==> src/rtl/rc6_block_cipher_core_macros.svh <==
// ----------------------------------------------------------------------------
// RC6 core assertion macros
// Shorthand for the concurrent checks at the end of the top level.
// ----------------------------------------------------------------------------
`ifndef RC6_BLOCK_CIPHER_CORE_MACROS_SVH
`define RC6_BLOCK_CIPHER_CORE_MACROS_SVH

// Same-cycle implication, disabled while reset is asserted.
`define RC6_ASSERT_IMPLIES(label, clk, rst_n, ante, cons, msg) \
    label: assert property (@(posedge clk) disable iff (!rst_n) (ante) |-> (cons)) \
        else $error(msg);

// Next-cycle implication, disabled while reset is asserted.
`define RC6_ASSERT_NEXT(label, clk, rst_n, ante, cons, msg) \
    label: assert property (@(posedge clk) disable iff (!rst_n) (ante) |=> (cons)) \
        else $error(msg);

`endif

==> src/rtl/rc6_pkg.sv <==
// ----------------------------------------------------------------------------
// RC6 package
// Shared constants, operation and register codes, and word helpers.
// ----------------------------------------------------------------------------
`default_nettype none

package rc6_pkg;

    localparam int WORD_W        = 32;
    localparam int KEY_REG_W     = 64;
    localparam int KEY_LEN_W     = 6;
    localparam int OP_W          = 2;
    localparam int CFG_IDX_W     = 3;
    localparam int ROUNDS_DEF    = 20;
    localparam int MAX_KEY_BYTES_DEF = 32;

    localparam logic [WORD_W-1:0] P_CONST = 32'hB7E15163;
    localparam logic [WORD_W-1:0] Q_CONST = 32'h9E3779B9;

    localparam logic [OP_W-1:0] OP_EXPAND  = 2'd0;
    localparam logic [OP_W-1:0] OP_ENCRYPT = 2'd1;
    localparam logic [OP_W-1:0] OP_DECRYPT = 2'd2;

    localparam logic [CFG_IDX_W-1:0] CFG_KEY_LOW      = 3'd0;
    localparam logic [CFG_IDX_W-1:0] CFG_KEY_MID_LOW  = 3'd1;
    localparam logic [CFG_IDX_W-1:0] CFG_KEY_MID_HIGH = 3'd2;
    localparam logic [CFG_IDX_W-1:0] CFG_KEY_HIGH     = 3'd3;
    localparam logic [CFG_IDX_W-1:0] CFG_KEY_LEN      = 3'd4;

    localparam logic [KEY_LEN_W-1:0] KEY_LEN_RESET = 6'd16;

    function automatic logic [WORD_W-1:0] rc6_rol(input logic [WORD_W-1:0] x,
                                                  input logic [4:0] n);
        logic [2*WORD_W-1:0] w;
        w = {x, x} << n;
        return w[2*WORD_W-1:WORD_W];
    endfunction

    function automatic logic [WORD_W-1:0] rc6_ror(input logic [WORD_W-1:0] x,
                                                  input logic [4:0] n);
        logic [2*WORD_W-1:0] w;
        w = {x, x} >> n;
        return w[WORD_W-1:0];
    endfunction

    // f(x) = (x * (2x + 1)) <<< 5, kept to the low word of the product.
    function automatic logic [WORD_W-1:0] rc6_mix(input logic [WORD_W-1:0] x);
        logic [WORD_W-1:0] p;
        p = x * {x[WORD_W-2:0], 1'b1};
        return rc6_rol(p, 5'd5);
    endfunction

endpackage

`default_nettype wire

==> src/rtl/rc6_key_ram.sv <==
// ----------------------------------------------------------------------------
// RC6 round-key memory
// Round keys stored as even and odd words side by side; one write port with
// a per-half enable and one registered read port returning both halves.
// ----------------------------------------------------------------------------
`default_nettype none

module rc6_key_ram #(
    parameter int ROWS = rc6_pkg::ROUNDS_DEF + 2
) (
    input  wire logic                          i_clk,
    input  wire logic [$clog2(ROWS)-1:0]       i_rd_row,
    input  wire logic [1:0]                    i_wr_en,
    input  wire logic [$clog2(ROWS)-1:0]       i_wr_row,
    input  wire logic [rc6_pkg::WORD_W-1:0]    i_wr_data,
    output logic      [rc6_pkg::WORD_W-1:0]    o_rd_even,
    output logic      [rc6_pkg::WORD_W-1:0]    o_rd_odd
);
    import rc6_pkg::*;

    logic [WORD_W-1:0] r_even [ROWS];
    logic [WORD_W-1:0] r_odd  [ROWS];
    logic [WORD_W-1:0] r_rd_even;
    logic [WORD_W-1:0] r_rd_odd;

    always_ff @(posedge i_clk) begin
        if (i_wr_en[0]) begin
            r_even[i_wr_row] <= i_wr_data;
        end
        if (i_wr_en[1]) begin
            r_odd[i_wr_row] <= i_wr_data;
        end
        r_rd_even <= r_even[i_rd_row];
        r_rd_odd  <= r_odd[i_rd_row];
    end

    assign o_rd_even = r_rd_even;
    assign o_rd_odd  = r_rd_odd;

endmodule

`default_nettype wire

==> config.mk <==
export PLATFORM = sky130hd
export DESIGN_NAME = rc6_key_ram
export DESIGN_NICKNAME = d
export VERILOG_FILES = /design/src/rtl/rc6_block_cipher_core_macros.svh /design/src/rtl/rc6_pkg.sv /design/src/rtl/rc6_key_ram.sv
export SDC_FILE = /design/constraint.sdc
export NUM_CORES = 1
export LEC_CHECK = 0
export ABC_AREA = 1
export BUFFER_PORTS_ARGS = -buffer_cell sky130_fd_sc_hd__buf_4
export CAP_MARGIN = 20
export CORE_MARGIN = 2
export CORE_UTILIZATION = 45
export DETAILED_ROUTE_END_ITERATION = 12
export HOLD_SLACK_MARGIN = 0.02
export PLACE_DENSITY_LB_ADDON = 0.3
export SLEW_MARGIN = 15
export SYNTH_ARGS = -nofsm -noshare
export SYNTH_HDL_FRONTEND = slang
export SYNTH_SLANG_ARGS = --single-unit
==> constraint.sdc <==
create_clock -name i_clk -period 4.4 [get_ports i_clk]
set_clock_uncertainty 0.05 [all_clocks]
set_input_delay 0.88 -clock i_clk [delete_from_list [all_inputs] [get_ports i_clk]]
set_output_delay 0.88 -clock i_clk [all_outputs]
set_load 0.02 [all_outputs]
==> results of run 1 <==
[flip-flops by register name, indices dropped and copies added (netlist names)]
register   flops
r_odd        704
r_even       704
o_rd_even     32
o_rd_odd      32
[power groups by stage]
stage	sequential [mW]	combinational [mW]	clock [mW]
finish	15.7	1.88	12.1
global route	15.7	2.06	12.8
CTS	15.7	1.88	12.3
detailed placement	16.0	1.88	0
global placement	16.0	1.85	0
floorplan	16.0	0.981	0
[final cells by class]
class	instances	area [um2]	area share, %
Inverter	16	83.8	0.128
Sequential cell	1472	43600	66.7
Antenna cell	8	20.0	0.0306
Clock inverter	50	339	0.519
Tap cell	1662	2080	3.18
Clock buffer	216	4330	6.62
Timing Repair Buffer	213	1930	2.96
Multi-Input combinational cell	3010	13000	19.9
[routing by layer]
layer	global-route usage, %	wire length [um]	up-vias
li1	-	-	16900
met1	32.5	64800	18500
met2	36.5	71700	1538
met3	4.26	12500	279
met4	8.66	5290	10
met5	0	55	-
[worst min path at each step]
stage | from | end | slack [ns] | cells after the start
finish | i_wr_data[0] | r_even[13][0]$_DFFE_PP_ | 0.55 | 1
global route | i_wr_data[0] | r_even[13][0]$_DFFE_PP_ | 0.55 | 1
CTS | i_wr_data[9] | r_even[19][9]$_DFFE_PP_ | 0.51 | 1
detailed placement | r_even[21][5]$_DFFE_PP_ | o_rd_even[5]$_DFF_P_ | 0.55 | 4
global placement | r_even[21][23]$_DFFE_PP_ | o_rd_even[23]$_DFF_P_ | 0.54 | 4
floorplan | r_even[21][10]$_DFFE_PP_ | o_rd_even[10]$_DFF_P_ | 0.52 | 4
[Yosys cell counts]
master    number
buf_6         34
clkbuf_1      72
nand3_1      962
inv_2          4
dfxtp_1       64
nand2_1     1806
edfxtp_1    1408
inv_1         12
nor3b_1        1
buf_1         22
nor3_1        23
o21ai_0       68
buf_2        145
buf_4         26
o21ai_1       60
nor2_1        90
[cell families (layout without fill, tap and decap cells)]
group | after synthesis | count (layout) | share of synthesized area, %
compound gates | 128 | 128 | 1.11
buf+inv | 315 | 495 | 2.96
flops | 1472 | 1472 | 75.1
other cells | 0 | 8 | 0
simple gates | 2882 | 2882 | 20.8
[through the flow]
stage                     instance area (um2)  instances  setup WS [ns]  util [%]  power, mW
after detailed placement                60600       6373           1.27      47.5       17.8
after CTS                               65300       6639           1.90      51.1       29.8
after floorplan                         58000       4797          0.415         -       17.0
after global routing                    65300       6642           1.86      51.1       30.5
final                                   65300       6647           1.91      51.2       29.7
after global placement                  60600       6373           1.29      47.5       17.8
==> impl_metrics.yaml, run 1 <==
run_status:
  status: "completed"
synth:
  yosysTopAreaCell: "edfxtp_1"
  ys_seq_elements: 1472
  syn-num-nets: 4842
  yosys_warnings: 0
  syn-instance-count: 4797
  synth_area_per_cell_um2: 12.1
  synth_seq_area_share_pct: 75.1
  ys_top_cells_by_area: "edfxtp_1 73%, nand2_1 12%, nand3_1 8.3%, dfxtp_1 2.2%, buf_2 1.3%"
  synth_top_area_share_pct: 72.9
  syn_area_um2: 58000
  synth.distinct_cells: 16
pwr:
  swShare_pct: 22.2
  pwr-share-comb_pct: 6.3
  pwr-share-clk_pct: 40.9
  p_seq_share_pct: 52.8
  p_int_mw: 23.1
  power.leakage_nw: 23.6
  p_per_area_nw_per_um2: 454
  max-vdd-ir-drop_mv: 0.475
  switchingPower_mw: 6.60
cts:
  post_cts_buffers: 0
  cts_resized: 0
  cts_root_buf: "clkbuf_16"
  cts.sinks: 1472
  cts_max_level: 4
  cts_tree: "done"
  clockBufferDepth: 3
  path_clk_slew_ns: 0.06
  worstSkewPairLatency_ns: 0.75
  cts-buffers-inserted: 145
  cts_hold_buffers: 0
detailed_routing:
  drt_iter0_markers: 4493
  totalWireLength_mm: 154
  wl_per_cell_um: 23.2
  via_per_inst: 5.60
  dr.pass1.iters: 5
  vias: 37200
  post-route-drc-count: 0
  ant_nets: 0
worst_setup_path:
  crit_buf_inv: 1
  max_stage_delay_ns: 0.59
  crit_chain: "buf_4"
  cp_top_family: "flip-flops"
  startpoint: "o_rd_even[11]$_DFF_P_"
  end_kind: "output port"
  cp-endpoint: "o_rd_even[11]"
  crit_path_max_fanout: 1
  cp_data_arrival_time_ns: 1.56
  r2r_setup_slack_ns: 2.97
  worstSetupPathDepth: 1
  cp_slowest_cell: "dfxtp_1"
  critPathLaunchType: "register"
  cp.required_ns: 3.47
  reg2reg_from: "r_odd[5][0]$_DFFE_PP_"
  reg2reg_depth: 8
  crit_type: "register to output port"
  r2r-end: "o_rd_odd[0]$_DFF_P_"
sta:
  hold_viol: 0
  relSlewSlack_pct: 26.3
  setup_viol: 0
  tns_ns: 0
  finalMaxSlewViolations: 0
  hold_ws_ns: 0.550
  period_share_pct: 56.6
  grt_setup_unrepaired: "false"
  timing.fmax_ghz: 0.402
  worstMarginPinSlew_ns: 1.10
  fin_crit_ns: 2.49
global_routing:
  antenna_found_initial: 10
  grt_overflow: 0
  grt_pass1_wl_mm: 228
  grt_pass1_vias: 35600
  grt_max_degree: 144
  grt_use_total_pct: 23.3
die:
  dieArea_um2: 132000
  row_count: 131
  ios: 109
  core_um2: 128000
  start_util_pct: 45.4
  chipWidth_um: 363
  die_h_um: 363
placement:
  place_hpwl_mm: 80.5
  numPortBuffers: 108
  gp_congestion: 0.799
cells_and_area:
  nFillCells: 10800
  layout-drive-gt1-share_pct: 9.44
  final_cell_mix: "1806 x nand2_1, 1408 x edfxtp_1, 962 x nand3_1"
  finalNetCount: 4903
  final_common_cell: "nand2_1"
  area_growth_syn_to_layout_pct: 12.7
min_path:
  hold_path_class: "primary input to register"
flow_run:
  cap_violations: 0
(Power assumes the default switching activity.)
==> run 2: changes to the inputs <==
clock period = 2.05 ns   (was 4.4 ns; I/O delays follow)
==> impl_metrics.yaml, run 2 (same netlist as run 1, synthesis figures left out) <==
run_status:
  status: "completed"
worst_setup_path:
  reg2reg_depth: 8
  crit_type: "register to output port"
  max_stage_delay_ns: 0.51
  crit_path_max_fanout: 1
  worstSetupPathDepth: 1
  cp_data_arrival_time_ns: 1.52
  cp_top_family: "flip-flops"
  critPathLaunchType: "register"
  cp_slowest_cell: "dfxtp_1"
  crit_chain: "buf_4"
  cp.required_ns: 1.59
  end_kind: "output port"
  crit_buf_inv: 1
placement:
  dpl_cell_area_um2: 63200
  place_hpwl_mm: 88.1
  numPortBuffers: 108
  post-place-ws_ns: 0.0255
  gp_congestion: 0.816
detailed_routing:
  via_per_inst: 5.61
  drt_iter0_markers: 4455
  totalWireLength_mm: 158
  wl_per_cell_um: 23.4
  post-route-drc-count: 0
  ant_nets: 0
  wl_met1_mm: 65.9
  met3_length_mm: 12.5
  dr_wl_met2_mm: 75.2
  vias: 38000
  dr.pass1.iters: 6
  top_layer: "met5"
cts:
  cts_root_buf: "clkbuf_16"
  cts_tree: "done"
  cts-buffers-inserted: 147
  cts.sinks: 1472
  post_cts_buffers: 0
  clockBufferDepth: 3
  path_clk_slew_ns: 0.07
  worstSkewPairLatency_ns: 0.77
  cts_max_level: 4
die:
  dieArea_um2: 132000
  start_util_pct: 45.4
  die_h_um: 363
  core_um2: 128000
  ios: 109
  chipWidth_um: 363
  row_count: 131
flow_run:
  cap_violations: 0
cells_and_area:
  nFillCells: 10400
  final_cell_mix: "1805 x nand2_1, 1408 x edfxtp_1, 960 x nand3_1"
  layout-drive-gt1-share_pct: 12.3
  final_cell_area_um2: 68100
  final_common_cell: "nand2_1"
  ff_latch_area_um2: 43600
  area_growth_syn_to_layout_pct: 17.5
  finalNetCount: 5031
  top_regs: "r_even: 704 flops, r_odd: 704 flops"
  multiInputGateArea_um2: 13200
global_routing:
  grt_pass1_vias: 36600
  grt_use_total_pct: 24.0
  grt_max_degree: 72
  antenna_found_initial: 13
  grt_overflow: 0
  grt_pass1_wl_mm: 235
sta:
  grt_setup_unrepaired: "false"
  worstMarginPinSlew_ns: 0.801
  timing.fmax_ghz: 0.505
  finalMaxSlewViolations: 0
  setup_viol: 0
  relSlewSlack_pct: 46.5
  setup_slack_ns: 0.0698
  period_share_pct: 96.6
  fin_crit_ns: 1.98
  hold_viol: 0
pwr:
  p_per_area_nw_per_um2: 961
  max-vdd-ir-drop_mv: 0.813
  power.leakage_nw: 24.9
min_path:
  hold_path_class: "primary input to register"
  hold_path_depth: 1
## run 2: cell types whose count changed in the layout (fill, tap and decap cells not counted), sizes merged
cell,delta
dlygate4sd3,+4
inv,+4
bufinv,+11
diode,-7
clkinv,+6
buf,+122
clkinvlp,+5
clkbuf,-18
## run 2: layout make-up
class	instances	share of cell area [%]
clock buffer	198	6.01
inverter	16	0.145
antenna	1	0.00367
sequential	1472	63.9
multi-input combinational	3010	19.3
clock inverter	76	1.21
tap	1662	3.05
timing repair buffer	339	6.33
## run 2: power breakdown
part	leakage, nW	switching (mW)	internal, mW
combinational	9.21	3.07	1.37
sequential	13.2	0.239	33.4
clock	2.43	11.4	16.0
total	24.9	14.7	50.8
## run 2: final timing paths
kind,start,end,slack [ns]
max,o_rd_even[28]$_DFF_P_,o_rd_even[28],0.07
min,i_wr_data[4],r_even[17][4]$_DFFE_PP_,0.05
max reg2reg,r_even[1][12]$_DFFE_PP_,o_rd_even[12]$_DFF_P_,0.68
min reg2reg,r_odd[21][27]$_DFFE_PP_,o_rd_odd[27]$_DFF_P_,0.56
## run 2: metal layers
layer  track usage [%]  up-vias
li1                  -    17200
met5                 0        -
met4              8.03       14
met2              38.5     1616
met3              4.02      290
met1              33.2    18900
## run 2: through the flow
stage,power (mW),util [%],cells,setup TNS [ns],hold slack [ns]
3_5_place_dp,38.7,49.5,6495,0,0.540
5_1_grt,67.3,53.4,6773,0,0.0559
2_1_floorplan,36.5,-,4797,-141.18,0.459
4_1_cts,65.9,53.4,6773,0,0.0207
6_report,65.5,53.4,6774,0,0.0524
3_3_place_gp,38.7,49.5,6495,0,0.530
## run 2: what timing repair did
| action | 4_1_cts | 5_1_grt |
|---|---|---|
| gates resized for setup | 3 | 0 |
| endpoints found under the hold margin | 64 | 0 |
| endpoints found under the setup margin | 3 | 0 |
| hold buffers | 4 | 0 |
